===== config.mk =====
export PLATFORM = sky130hd
export DESIGN_NAME = order_book_depth_ladder_flat
export DESIGN_NICKNAME = d
export VERILOG_FILES = /design/src/hdl/obdl_pkg.sv /design/src/hdl/obdl_item_if.sv /design/src/hdl/obdl_result_if.sv /design/src/hdl/obdl_cell.sv /design/src/hdl/order_book_depth_ladder.sv /design/src/flat_wrapper.sv
export SDC_FILE = /design/constraint.sdc
export NUM_CORES = 2
export LEC_CHECK = 0
export BUFFER_PORTS_ARGS = -buffer_cell sky130_fd_sc_hd__buf_2
export CORE_ASPECT_RATIO = 1.25
export CORE_UTILIZATION = 35
export DETAILED_ROUTE_END_ITERATION = 10
export GPL_TIMING_DRIVEN = 0
export HOLD_SLACK_MARGIN = 0.08
export SETUP_SLACK_MARGIN = 0.1
export SLEW_MARGIN = 10
export SYNTH_ARGS = -nofsm -noshare
export SYNTH_HDL_FRONTEND = slang
export SYNTH_HIERARCHICAL = 1
export SYNTH_SLANG_ARGS = --single-unit

===== constraint.sdc =====
create_clock -name clk_i -period 15.03 [get_ports clk_i]
set_clock_uncertainty 0.15 [all_clocks]
set_input_delay 0.7515 -clock clk_i [delete_from_list [all_inputs] [get_ports clk_i]]
set_output_delay 0.7515 -clock clk_i [all_outputs]
set_load 0.02 [all_outputs]

===== src/hdl/obdl_pkg.sv =====
// package for the order book depth ladder
// types, codes and default sizes shared by the interfaces, the level cell and the top level
`default_nettype none

package obdl_pkg;

  localparam int unsigned DepthDefault     = 5;
  localparam int unsigned PriceBitsDefault = 32;

  localparam int unsigned KindW   = 3;
  localparam int unsigned PriceW  = 32;
  localparam int unsigned QtyW    = 16;
  localparam int unsigned LevelW  = 3;
  localparam int unsigned StatusW = 2;
  localparam int unsigned TouchW  = 3;

  typedef enum logic [KindW-1:0] {
    KIND_INSERT = 3'd0,
    KIND_UPDATE = 3'd1,
    KIND_DELETE = 3'd2,
    KIND_CLEAR  = 3'd3,
    KIND_READ   = 3'd4
  } kind_e;

  typedef enum logic [StatusW-1:0] {
    ST_APPLIED = 2'd0,
    ST_IGNORED = 2'd1,
    ST_DROPPED = 2'd2
  } status_e;

  // operation as seen by every cell
  typedef struct packed {
    kind_e           kind;
    logic            side;
    logic [QtyW-1:0] qty;
  } cmd_t;

  // search state rippling from best level toward worst
  typedef struct packed {
    logic stopped;
    logic found;
  } chain_t;

endpackage

`default_nettype wire


===== src/hdl/obdl_item_if.sv =====
// valid/ready channel carrying one book operation
// payload widths come from obdl_pkg
`default_nettype none

interface obdl_item_if;
  logic                         valid;
  logic                         ready;
  logic [obdl_pkg::KindW-1:0]   kind;
  logic                         side;
  logic [obdl_pkg::PriceW-1:0]  price;
  logic [obdl_pkg::QtyW-1:0]    quantity;
  logic [obdl_pkg::LevelW-1:0]  level;

  modport source (output valid, kind, side, price, quantity, level, input ready);
  modport sink   (input valid, kind, side, price, quantity, level, output ready);
endinterface

`default_nettype wire


===== src/hdl/obdl_result_if.sv =====
// valid/ready channel carrying one operation result
// payload widths come from obdl_pkg
`default_nettype none

interface obdl_result_if;
  logic                          valid;
  logic                          ready;
  logic [obdl_pkg::StatusW-1:0]  status;
  logic [obdl_pkg::PriceW-1:0]   level_price;
  logic [obdl_pkg::QtyW-1:0]     level_quantity;
  logic [obdl_pkg::TouchW-1:0]   touched_level;
  logic                          best_ok;

  modport source (output valid, status, level_price, level_quantity, touched_level, best_ok,
                  input ready);
  modport sink   (input valid, status, level_price, level_quantity, touched_level, best_ok,
                  output ready);
endinterface

`default_nettype wire


===== src/hdl/obdl_cell.sv =====
// one price level of both ladders: local compare, search ripple and shift
// depends on obdl_pkg for cmd_t, chain_t and kind_e
`default_nettype none

module obdl_cell #(
  parameter int unsigned PriceBits = obdl_pkg::PriceBitsDefault
) (
  input  wire logic                        clk_i,
  input  wire logic                        rst_ni,
  input  wire logic                        en_i,
  input  wire obdl_pkg::cmd_t              cmd_i,
  input  wire logic [PriceBits-1:0]        price_i,
  input  wire obdl_pkg::chain_t            chain_i,
  output      obdl_pkg::chain_t            chain_o,
  output      logic                        hit_o,
  input  wire logic [PriceBits-1:0]        prev_bid_p_i,
  input  wire logic [obdl_pkg::QtyW-1:0]   prev_bid_q_i,
  input  wire logic [PriceBits-1:0]        prev_ask_p_i,
  input  wire logic [obdl_pkg::QtyW-1:0]   prev_ask_q_i,
  input  wire logic [PriceBits-1:0]        next_bid_p_i,
  input  wire logic [obdl_pkg::QtyW-1:0]   next_bid_q_i,
  input  wire logic [PriceBits-1:0]        next_ask_p_i,
  input  wire logic [obdl_pkg::QtyW-1:0]   next_ask_q_i,
  output      logic [PriceBits-1:0]        bid_p_o,
  output      logic [obdl_pkg::QtyW-1:0]   bid_q_o,
  output      logic [PriceBits-1:0]        ask_p_o,
  output      logic [obdl_pkg::QtyW-1:0]   ask_q_o
);

  logic [PriceBits-1:0]      bid_p_q, bid_p_d, ask_p_q, ask_p_d;
  logic [obdl_pkg::QtyW-1:0] bid_q_q, bid_q_d, ask_q_q, ask_q_d;
  logic [PriceBits-1:0]      cur_p, sel_p_d;
  logic [obdl_pkg::QtyW-1:0] cur_q, sel_q_d;
  logic                      empty, eq, beyond, my_stop, found_here;

  assign cur_p = cmd_i.side ? ask_p_q : bid_p_q;
  assign cur_q = cmd_i.side ? ask_q_q : bid_q_q;

  // empty level means price and quantity both zero
  assign empty      = (cur_p == '0) && (cur_q == '0);
  assign eq         = (price_i == cur_p);
  assign beyond     = cmd_i.side ? (price_i < cur_p) : (price_i > cur_p);
  assign my_stop    = empty || eq || beyond;
  assign found_here = !empty && eq;

  assign hit_o           = !chain_i.stopped && my_stop;
  assign chain_o.stopped = chain_i.stopped || my_stop;
  assign chain_o.found   = chain_i.stopped ? chain_i.found : found_here;

  always_comb begin
    sel_p_d = cur_p;
    sel_q_d = cur_q;
    bid_p_d = bid_p_q;
    bid_q_d = bid_q_q;
    ask_p_d = ask_p_q;
    ask_q_d = ask_q_q;
    case (cmd_i.kind)
      obdl_pkg::KIND_INSERT: begin
        if (hit_o && !found_here) begin
          sel_p_d = price_i;
          sel_q_d = cmd_i.qty;
        end else if (chain_i.stopped && !chain_i.found) begin
          // shift down from the better neighbor
          sel_p_d = cmd_i.side ? prev_ask_p_i : prev_bid_p_i;
          sel_q_d = cmd_i.side ? prev_ask_q_i : prev_bid_q_i;
        end
      end
      obdl_pkg::KIND_UPDATE: begin
        if (hit_o && found_here) begin
          sel_q_d = cmd_i.qty;
        end
      end
      obdl_pkg::KIND_DELETE: begin
        if ((hit_o && found_here) || (chain_i.stopped && chain_i.found)) begin
          // shift up from the worse neighbor, last cell pulls in zero
          sel_p_d = cmd_i.side ? next_ask_p_i : next_bid_p_i;
          sel_q_d = cmd_i.side ? next_ask_q_i : next_bid_q_i;
        end
      end
      default: ;
    endcase
    if (cmd_i.side) begin
      ask_p_d = sel_p_d;
      ask_q_d = sel_q_d;
    end else begin
      bid_p_d = sel_p_d;
      bid_q_d = sel_q_d;
    end
    if (cmd_i.kind == obdl_pkg::KIND_CLEAR) begin
      bid_p_d = '0;
      bid_q_d = '0;
      ask_p_d = '0;
      ask_q_d = '0;
    end
  end

  always_ff @(posedge clk_i or negedge rst_ni) begin
    if (!rst_ni) begin
      bid_p_q <= '0;
      bid_q_q <= '0;
      ask_p_q <= '0;
      ask_q_q <= '0;
    end else if (en_i) begin
      bid_p_q <= bid_p_d;
      bid_q_q <= bid_q_d;
      ask_p_q <= ask_p_d;
      ask_q_q <= ask_q_d;
    end
  end

  assign bid_p_o = bid_p_q;
  assign bid_q_o = bid_q_q;
  assign ask_p_o = ask_p_q;
  assign ask_q_o = ask_q_q;

endmodule

`default_nettype wire


===== src/hdl/order_book_depth_ladder.sv =====
// order book depth ladder: each item is held in the command register, then executed into the result register
// throughput one item per cycle while results are taken; the execute cycle resolves the search ripple through
// all LadderDepth cells and shifts the ladders in that same cycle; a stalled result holds
// the item in the command register, and only then is the input stalled
// reset (async, active low) empties both ladders and drops any pending item and result
// depends on obdl_pkg, obdl_item_if, obdl_result_if and obdl_cell
`default_nettype none

module order_book_depth_ladder #(
  parameter int unsigned LadderDepth = obdl_pkg::DepthDefault,
  parameter int unsigned PriceBits   = obdl_pkg::PriceBitsDefault
) (
  input  wire logic      clk_i,
  input  wire logic      rst_ni,
  obdl_item_if.sink      req,
  obdl_result_if.source  rsp
);

  localparam int unsigned PosW = $clog2(LadderDepth + 1);

  // command register, one item waiting to execute
  logic                           cmd_vld_q;
  obdl_pkg::cmd_t                 cmd_q;
  logic [PriceBits-1:0]           price_q;
  logic [obdl_pkg::LevelW-1:0]    level_q;

  // result register
  logic                           rsp_vld_q;
  obdl_pkg::status_e              status_q, status_d;
  logic [obdl_pkg::PriceW-1:0]    lvl_p_q, lvl_p_d;
  logic [obdl_pkg::QtyW-1:0]      lvl_q_q, lvl_q_d;
  logic [obdl_pkg::TouchW-1:0]    touch_q, touch_d;

  logic exec;
  logic req_xfer;

  // cell chain wiring; extra slot at each end feeds zero
  obdl_pkg::chain_t               chain_w [LadderDepth+1];
  logic [LadderDepth-1:0]         hit_w;
  logic [PriceBits-1:0]           bid_p_w [LadderDepth+2];
  logic [obdl_pkg::QtyW-1:0]      bid_q_w [LadderDepth+2];
  logic [PriceBits-1:0]           ask_p_w [LadderDepth+2];
  logic [obdl_pkg::QtyW-1:0]      ask_q_w [LadderDepth+2];

  logic [PosW-1:0]                pos;
  logic                           found;
  logic                           any_hit;
  logic                           lvl_ok;
  logic [PriceBits-1:0]           rd_p;
  logic [obdl_pkg::QtyW-1:0]      rd_q;

  // execute only when the result register is free or being emptied
  assign exec      = cmd_vld_q && (!rsp_vld_q || rsp.ready);
  assign req.ready = !cmd_vld_q || exec;
  assign req_xfer  = req.valid && req.ready;

  always_ff @(posedge clk_i or negedge rst_ni) begin
    if (!rst_ni) begin
      cmd_vld_q <= 1'b0;
      rsp_vld_q <= 1'b0;
    end else begin
      if (req_xfer) begin
        cmd_vld_q <= 1'b1;
      end else if (exec) begin
        cmd_vld_q <= 1'b0;
      end
      if (exec) begin
        rsp_vld_q <= 1'b1;
      end else if (rsp.ready) begin
        rsp_vld_q <= 1'b0;
      end
    end
  end

  always_ff @(posedge clk_i) begin
    if (req_xfer) begin
      cmd_q.kind <= obdl_pkg::kind_e'(req.kind);
      cmd_q.side <= req.side;
      cmd_q.qty  <= req.quantity;
      price_q    <= PriceBits'(req.price);
      level_q    <= req.level;
    end
    if (exec) begin
      status_q <= status_d;
      lvl_p_q  <= lvl_p_d;
      lvl_q_q  <= lvl_q_d;
      touch_q  <= touch_d;
    end
  end

  // level cells, best level first
  assign chain_w[0]           = '0;
  assign bid_p_w[0]           = '0;
  assign bid_q_w[0]           = '0;
  assign ask_p_w[0]           = '0;
  assign ask_q_w[0]           = '0;
  assign bid_p_w[LadderDepth+1] = '0;
  assign bid_q_w[LadderDepth+1] = '0;
  assign ask_p_w[LadderDepth+1] = '0;
  assign ask_q_w[LadderDepth+1] = '0;

  for (genvar g = 0; g < LadderDepth; g++) begin : g_cell
    obdl_cell #(
      .PriceBits(PriceBits)
    ) u_cell (
      .clk_i       (clk_i),
      .rst_ni      (rst_ni),
      .en_i        (exec),
      .cmd_i       (cmd_q),
      .price_i     (price_q),
      .chain_i     (chain_w[g]),
      .chain_o     (chain_w[g+1]),
      .hit_o       (hit_w[g]),
      .prev_bid_p_i(bid_p_w[g]),
      .prev_bid_q_i(bid_q_w[g]),
      .prev_ask_p_i(ask_p_w[g]),
      .prev_ask_q_i(ask_q_w[g]),
      .next_bid_p_i(bid_p_w[g+2]),
      .next_bid_q_i(bid_q_w[g+2]),
      .next_ask_p_i(ask_p_w[g+2]),
      .next_ask_q_i(ask_q_w[g+2]),
      .bid_p_o     (bid_p_w[g+1]),
      .bid_q_o     (bid_q_w[g+1]),
      .ask_p_o     (ask_p_w[g+1]),
      .ask_q_o     (ask_q_w[g+1])
    );
  end

  assign found   = chain_w[LadderDepth].found;
  assign any_hit = chain_w[LadderDepth].stopped;

  // stop position from the one-hot hit vector, past end when no cell stopped
  always_comb begin
    pos = any_hit ? '0 : PosW'(LadderDepth);
    for (int i = 0; i < LadderDepth; i++) begin
      pos = pos | (hit_w[i] ? PosW'(i) : '0);
    end
  end

  // read level mux on the selected side
  assign lvl_ok = int'(level_q) < int'(LadderDepth);
  always_comb begin
    rd_p = '0;
    rd_q = '0;
    for (int i = 0; i < LadderDepth; i++) begin
      if (int'(level_q) == i) begin
        rd_p = cmd_q.side ? ask_p_w[i+1] : bid_p_w[i+1];
        rd_q = cmd_q.side ? ask_q_w[i+1] : bid_q_w[i+1];
      end
    end
  end

  always_comb begin
    status_d = obdl_pkg::ST_APPLIED;
    lvl_p_d  = '0;
    lvl_q_d  = '0;
    touch_d  = '0;
    case (cmd_q.kind)
      obdl_pkg::KIND_INSERT: begin
        touch_d = obdl_pkg::TouchW'(pos);
        if (found) begin
          status_d = obdl_pkg::ST_IGNORED;
        end else if (!any_hit) begin
          status_d = obdl_pkg::ST_DROPPED;
        end
      end
      obdl_pkg::KIND_UPDATE, obdl_pkg::KIND_DELETE: begin
        touch_d = obdl_pkg::TouchW'(pos);
        if (!found) begin
          status_d = obdl_pkg::ST_IGNORED;
        end
      end
      obdl_pkg::KIND_CLEAR: ;
      obdl_pkg::KIND_READ: begin
        if (lvl_ok) begin
          touch_d = level_q;
          lvl_p_d = obdl_pkg::PriceW'(rd_p);
          lvl_q_d = rd_q;
        end else begin
          touch_d  = obdl_pkg::TouchW'(LadderDepth);
          status_d = obdl_pkg::ST_DROPPED;
        end
      end
      default: status_d = obdl_pkg::ST_IGNORED;
    endcase
  end

  assign rsp.valid          = rsp_vld_q;
  assign rsp.status         = status_q;
  assign rsp.level_price    = lvl_p_q;
  assign rsp.level_quantity = lvl_q_q;
  assign rsp.touched_level  = touch_q;
  // ladders only change together with the result register, so the top of book
  // seen now is the state left by the item being reported
  assign rsp.best_ok = ((ask_p_w[1] == '0) && (ask_q_w[1] == '0)) || (bid_p_w[1] < ask_p_w[1]);

  // at most one cell can be the stop position
  a_hit_onehot: assert property (@(posedge clk_i) disable iff (!rst_ni)
    $onehot0(hit_w))
    else $error("more than one level claims the search stop");

  // a found price always has a stop position
  a_found_hit: assert property (@(posedge clk_i) disable iff (!rst_ni)
    found |-> any_hit)
    else $error("price found without a stop level");

  // after a clear the ask side is empty so the book cannot be crossed
  a_clear_ok: assert property (@(posedge clk_i) disable iff (!rst_ni)
    (exec && (cmd_q.kind == obdl_pkg::KIND_CLEAR)) |=> rsp.best_ok)
    else $error("book reported crossed right after clear");

  // execution never overwrites a result that is still waiting
  a_no_overwrite: assert property (@(posedge clk_i) disable iff (!rst_ni)
    (rsp_vld_q && !rsp.ready) |-> !exec)
    else $error("result overwritten while stalled");

endmodule

`default_nettype wire


===== src/flat_wrapper.sv =====
// flat-port wrapper written by rule: the top's interface ports become plain ports
module order_book_depth_ladder_flat 
#(
  parameter int unsigned LadderDepth = obdl_pkg::DepthDefault,
  parameter int unsigned PriceBits   = obdl_pkg::PriceBitsDefault
)
  (clk_i, rst_ni, req_valid, req_kind, req_side, req_price, req_quantity, req_level, req_ready, rsp_valid, rsp_status, rsp_level_price, rsp_level_quantity, rsp_touched_level, rsp_best_ok, rsp_ready);
  obdl_item_if req_i ();
  obdl_result_if rsp_i ();
  input  wire logic clk_i;
  input  wire logic rst_ni;
  input wire logic [$bits(req_i.valid)-1:0] req_valid;
  input wire logic [$bits(req_i.kind)-1:0] req_kind;
  input wire logic [$bits(req_i.side)-1:0] req_side;
  input wire logic [$bits(req_i.price)-1:0] req_price;
  input wire logic [$bits(req_i.quantity)-1:0] req_quantity;
  input wire logic [$bits(req_i.level)-1:0] req_level;
  output wire logic [$bits(req_i.ready)-1:0] req_ready;
  output wire logic [$bits(rsp_i.valid)-1:0] rsp_valid;
  output wire logic [$bits(rsp_i.status)-1:0] rsp_status;
  output wire logic [$bits(rsp_i.level_price)-1:0] rsp_level_price;
  output wire logic [$bits(rsp_i.level_quantity)-1:0] rsp_level_quantity;
  output wire logic [$bits(rsp_i.touched_level)-1:0] rsp_touched_level;
  output wire logic [$bits(rsp_i.best_ok)-1:0] rsp_best_ok;
  input wire logic [$bits(rsp_i.ready)-1:0] rsp_ready;
  assign req_i.valid = req_valid;
  assign req_i.kind = req_kind;
  assign req_i.side = req_side;
  assign req_i.price = req_price;
  assign req_i.quantity = req_quantity;
  assign req_i.level = req_level;
  assign req_ready = req_i.ready;
  assign rsp_valid = rsp_i.valid;
  assign rsp_status = rsp_i.status;
  assign rsp_level_price = rsp_i.level_price;
  assign rsp_level_quantity = rsp_i.level_quantity;
  assign rsp_touched_level = rsp_i.touched_level;
  assign rsp_best_ok = rsp_i.best_ok;
  assign rsp_i.ready = rsp_ready;
  order_book_depth_ladder #(.LadderDepth(LadderDepth), .PriceBits(PriceBits)) u_core (.clk_i(clk_i), .rst_ni(rst_ni), .req(req_i), .rsp(rsp_i));
endmodule

# [Yosys cells after proc, flatten, opt, wreduce, memory -nomap -nowiden]
# Cells that the tools add are included.
[totals] word_cells=284 input_bits=59 output_inout_bits=56 regBits=590
[classes] bitwise=4 order_cmp=12 n_eq_ne=14 reduce_logical=95 muxes=128
[ops] operator="two-way mux 32 bit" count=44
[ops] operator="two-way mux 16 bit" count=49
[ops] operator="case mux 32 bit (2 select lines)" count=5
[ops] operator="case mux 16 bit (3 select lines)" count=5
[ops] operator="logical NOT 32 bit" count=6
[ops] operator="less-than comparator 32 bit" count=6
[ops] operator="equality test 32 bit" count=5
[ops] operator="> comparator 32 bit" count=5
[ops] operator="logical NOT 16 bit" count=6
[ops] operator="logical AND 1 bit" count=33
[ops] operator="logical OR 1 bit" count=21
[ops] operator="logical NOT 1 bit" count=19
[ops] operator="two-way mux 1 bit" count=15
[ops] operator="equality test 3 bit, second input constant" count=4
[ops] operator="OR 3 bit" count=4
[ops] operator="two-way mux 2 bit" count=5
[ops] operator="equality test 3 x 2 -> 1 bit, second input constant" count=3
[ops] operator="two-way mux 3 bit" count=3
[ops] operator="case mux 2 bit (4 select lines)" count=1
[ops] operator="logical NOT 3 bit" count=2
[ops] operator="case mux 3 bit (2 select lines)" count=1
[ops] operator="AND reduction 2 bit" count=3
[ops] operator="nonzero test 2 bit" count=3
[ops] operator="equality test 3 x 1 -> 1 bit, second input constant" count=1
[ops] operator="other kinds (4)" count=4

# [Logic depth before layout (Yosys ltp)]
[depth] ltp_word=16 depth_mapped=40 depth_no_buf=27

# [By module]
# Netlist, hierarchy kept.
[by_module_without_submodules] mod="obdl_cell at u_core.g_cell[0].u_cell ..." cells_per_inst=1074 instances=2 seq_area_each_um2=2402.3 area_per_inst_um2=9041.2
[by_module_without_submodules] mod="obdl_cell at u_core.g_cell[3].u_cell" cells_per_inst=1139 instances=1 seq_area_each_um2=2402.3 area_per_inst_um2=9255.1
[by_module_without_submodules] mod="obdl_cell at u_core.g_cell[2].u_cell" cells_per_inst=1116 instances=1 seq_area_each_um2=2402.3 area_per_inst_um2=8951.1
[by_module_without_submodules] mod="obdl_cell at u_core.g_cell[4].u_cell" cells_per_inst=974 instances=1 seq_area_each_um2=2402.3 area_per_inst_um2=8876.0
[by_module_without_submodules] mod="order_book_depth_ladder" cells_per_inst=878 instances=1 seq_area_each_um2=3293.2 area_per_inst_um2=8728.4

# [Worst setup path before layout]
# No wires, ideal clock.
[synth_path] path_kind="reg2reg" startpoint="reg u_core/cmd_q[16] (netlist name)" endpoint="reg u_core.g_cell[4].u_cell.bid_q_q, in the netlist u_core/g_cell[4].u_cell/bid_q_o[4]" period_less_slack_ns=7.851 required_time_ns=14.750 stages_incl_launch_ff=38 n_path_buf=13 t_arrival_ns=7.571 slack_ns=7.179 setup_ns=0.130 path_cell_list="edfxtp_1 > buf_2 > buf_2 > buf_2 > buf_1 > mux2i_1 > ha_1 > nor2b_1 > o21bai_1 > a21oi_1 > o311ai_0 > nand2_1 > nor2_1 > xnor2_1 > nand4_1 > clkbuf_1 > nor2_1 > a21oi_4 > (+2 left out) > buf_2 > nand2_1 > o21a_1 > buf_4 > inv_4 > buf_2 > and2_1 > clkbuf_1 > nor2_4 > inv_2 > buf_2 > nand2b_1 > clkbuf_1 > buf_1 > mux4_2 > mux2_1 > a22oi_1 > o21ai_1"
[synth_rtl] element="start, declared" line="order_book_depth_ladder.sv:23" rtl="obdl_pkg::cmd_t cmd_q;"
[synth_rtl] element="end signal, assigned" line="obdl_cell.sv:105" rtl="bid_q_q <= bid_q_d;"
[synth_rtl] element="end, declared" line="obdl_cell.sv:31" rtl="logic [obdl_pkg::QtyW-1:0] bid_q_q, bid_q_d, ask_q_q, ask_q_d;"

==> metrics.cfg <==
[status]
status=finished, violations left
violations=capacitance limit, slew limit

[detailed_routing]
vias_per_cell=6.44
drt_iter0_markers=6443
drc=0
detail-route-antenna-nets=0
drt_wl_total_um=298000
route.vias.total=56700
detail_route.wl_per_cell_um=33.9
firstDrtPassIters=7

[floorplan]
start_util_pct=35.3
dieWidth_um=353
coreArea_um2=153000
num_rows=160
ios=115
die_h_um=441
dieArea_um2=156000

[critical_path]
worst_path_largest_cell_delay_ps=1250
crit_fanout=12
crit_top_cell=buf_2
required_ps=15490
start_kind=flip-flop
crit_arrival_ps=14490
crit_path_end_kind=flip-flop
critPathSlowestCell=edfxtp_1
path_class=flip-flop to flip-flop

[finish]
syn2layout_area_growth_pct=13.8
drive_above_1_share_pct=13.2
final_nets=6965

[global_route]
grt_pass1_wl_um=414000
grt_pass1_vias=54700
grt_max_degree=100
grt_util_all_layers_pct=37.2
grt_overflow=0
antenna_found_initial=15

[flow_run]
cap_violations=1

[clock_tree]
numCtsBuffers=76
clockRootBuffer=clkbuf_16
tritoncts=yes
post-cts-setup-buffers=0
cts_resized=0
clock_latency_ps=760
cts.clk_slew.worst_paths_ps=60
h-tree-depth=3
clockBufferDepth=3
clock_sinks=590

[sta]
hold_viol=0
fin_crit_ps=14030
setup_violations=0
fin_ws_ps=1000
clock.fmax_ghz=0.0713
slew_headroom_pct=-0.670
finalMaxSlewViolations=1
rsz0062_at_grt=no
worst_pin_slew_ps=1500
setup_tns_ps=0
period_share_pct=93.3

[power]
peakVddDrop_mv=0.0988
p_leak_nw=25.4
p_total_mw=9.32
powerDensity_nw_per_um2=152

[placed_design]
gp_congestion=1.07
dp_slack_ps=1710
portBuffers=114
place.detailed.hpwl_um=236000

[logic_synthesis]
synth_cells=6254
yosysWarnings=6
syn_avg_cell_area_um2=8.62
netlist_area_um2=53900

[min_path]
hp-class=primary input to flip-flop

through the flow:
stage	hold WS (ps)	util, %	std cells	area, µm²
after floorplan	299	-	6448	54600
after global placement	308	37.8	8587	57700
after detailed placement	352	38.1	8602	58100
after CTS	160	40.2	8797	61300
after global routing	198	40.2	8800	61300
final	196	40.2	8808	61300
power by group:
part           switching, mW  leakage, nW  total, mW  internal, mW
Combinational           2.54         17.0       4.16          1.62
Sequential              1.13         7.14       3.19          2.06
Clock                  0.814         1.26       1.97          1.15
flip-flops by register name, indices dropped and copies added, names as in the netlist:
register                      cells
u_core/g_cell.u_cell/ask_p_o    160
u_core/g_cell.u_cell/bid_p_o    160
u_core/g_cell.u_cell/ask_q_o     80
u_core/g_cell.u_cell/bid_q_o     80
u_core/price_q                   32
u_core/rsp.level_price           32
u_core/cmd_q                     20
u_core/rsp.level_quantity        16
u_core/level_q                    3
u_core/rsp.touched_level          3
u_core/rsp.status                 2
u_core/cmd_vld_q                  1
u_core/rsp.valid                  1
repair_timing:
item                                    4_1_cts  5_1_grt
endpoints found under the setup margin        0        0
hold endpoints to repair                    142        0
hold buffers                                 57        0
layer usage:
metal	wire length (µm)	vias up	GRT usage, %	share of wire (%)
met5	27	-	0	0.0090
met4	32700	4	34.5	11
li1	-	24500	-	-
met2	134000	3395	59.7	45
met3	23200	1121	6.73	7.8
met1	108000	27700	42.1	36
final timing paths:
| check | startpoint | to | slack, ps | cells past startpoint |
|---|---|---|---|---|
| min reg2reg | u_core/cmd_vld_q$_DFFE_PN0P_ | u_core/rsp.valid$_DFFE_PN0P_ | 360 | 1 |
| min | rsp_ready | u_core/rsp.valid$_DFFE_PN0P_ | 200 | 3 |
| max | u_core/cmd_q[16]$_DFFE_PP_ | u_core/g_cell[4].u_cell/ask_p_o[26]$_DFFE_PN0P_ | 1000 | 37 |
| min in group asynchronous | rst_ni | u_core/g_cell[4].u_cell/ask_q_o[14]$_DFFE_PN0P_ | 430 | 3 |
| max reg2reg | u_core/cmd_q[16]$_DFFE_PP_ | u_core/g_cell[4].u_cell/ask_p_o[26]$_DFFE_PN0P_ | 1000 | 37 |
| max in group asynchronous | rst_ni | u_core/g_cell[1].u_cell/bid_p_o[11]$_DFFE_PN0P_ | 12520 | 6 |
layout by cell type, fill, tap and decap left out, drive strengths merged, types with 97 or more instances in the layout:
master and count:
a211oi 242, clkbuf 403, edfxtp 108, o21ai 435, nor4 131, mux2 374
buf 335, o211ai 108, nand2 591, nor3 138, nand3 211, dfrtp 482
nor2b 162, conb 195, mux2i 744, ha 191, nor2 394, o22ai 143
a21oi 470, inv 97
critical path: cells and delay by family (launching register included):
family,cells,cell delay (ps)
buffers and inverters,17,6590
flip-flops,1,1250
multiplexers,3,830
XOR/XNOR,1,180
AND/OR/NAND/NOR,10,3050
adder cells (fa/ha/maj),1,400
AO/OA/AOI/OAI,5,1370
final cells by class:
type,instances,area (µm²)
diodes,8,20.0
plain buffers,510,2340
clock buffers,96,2110
clock inverters,42,480
fillers,15500,91200
inverters,96,365
multi-input cells,5252,36700
flip-flops and latches,590,15300
well taps,2025,2530
repair buffers,189,1490
(Power assumes the default switching activity.)
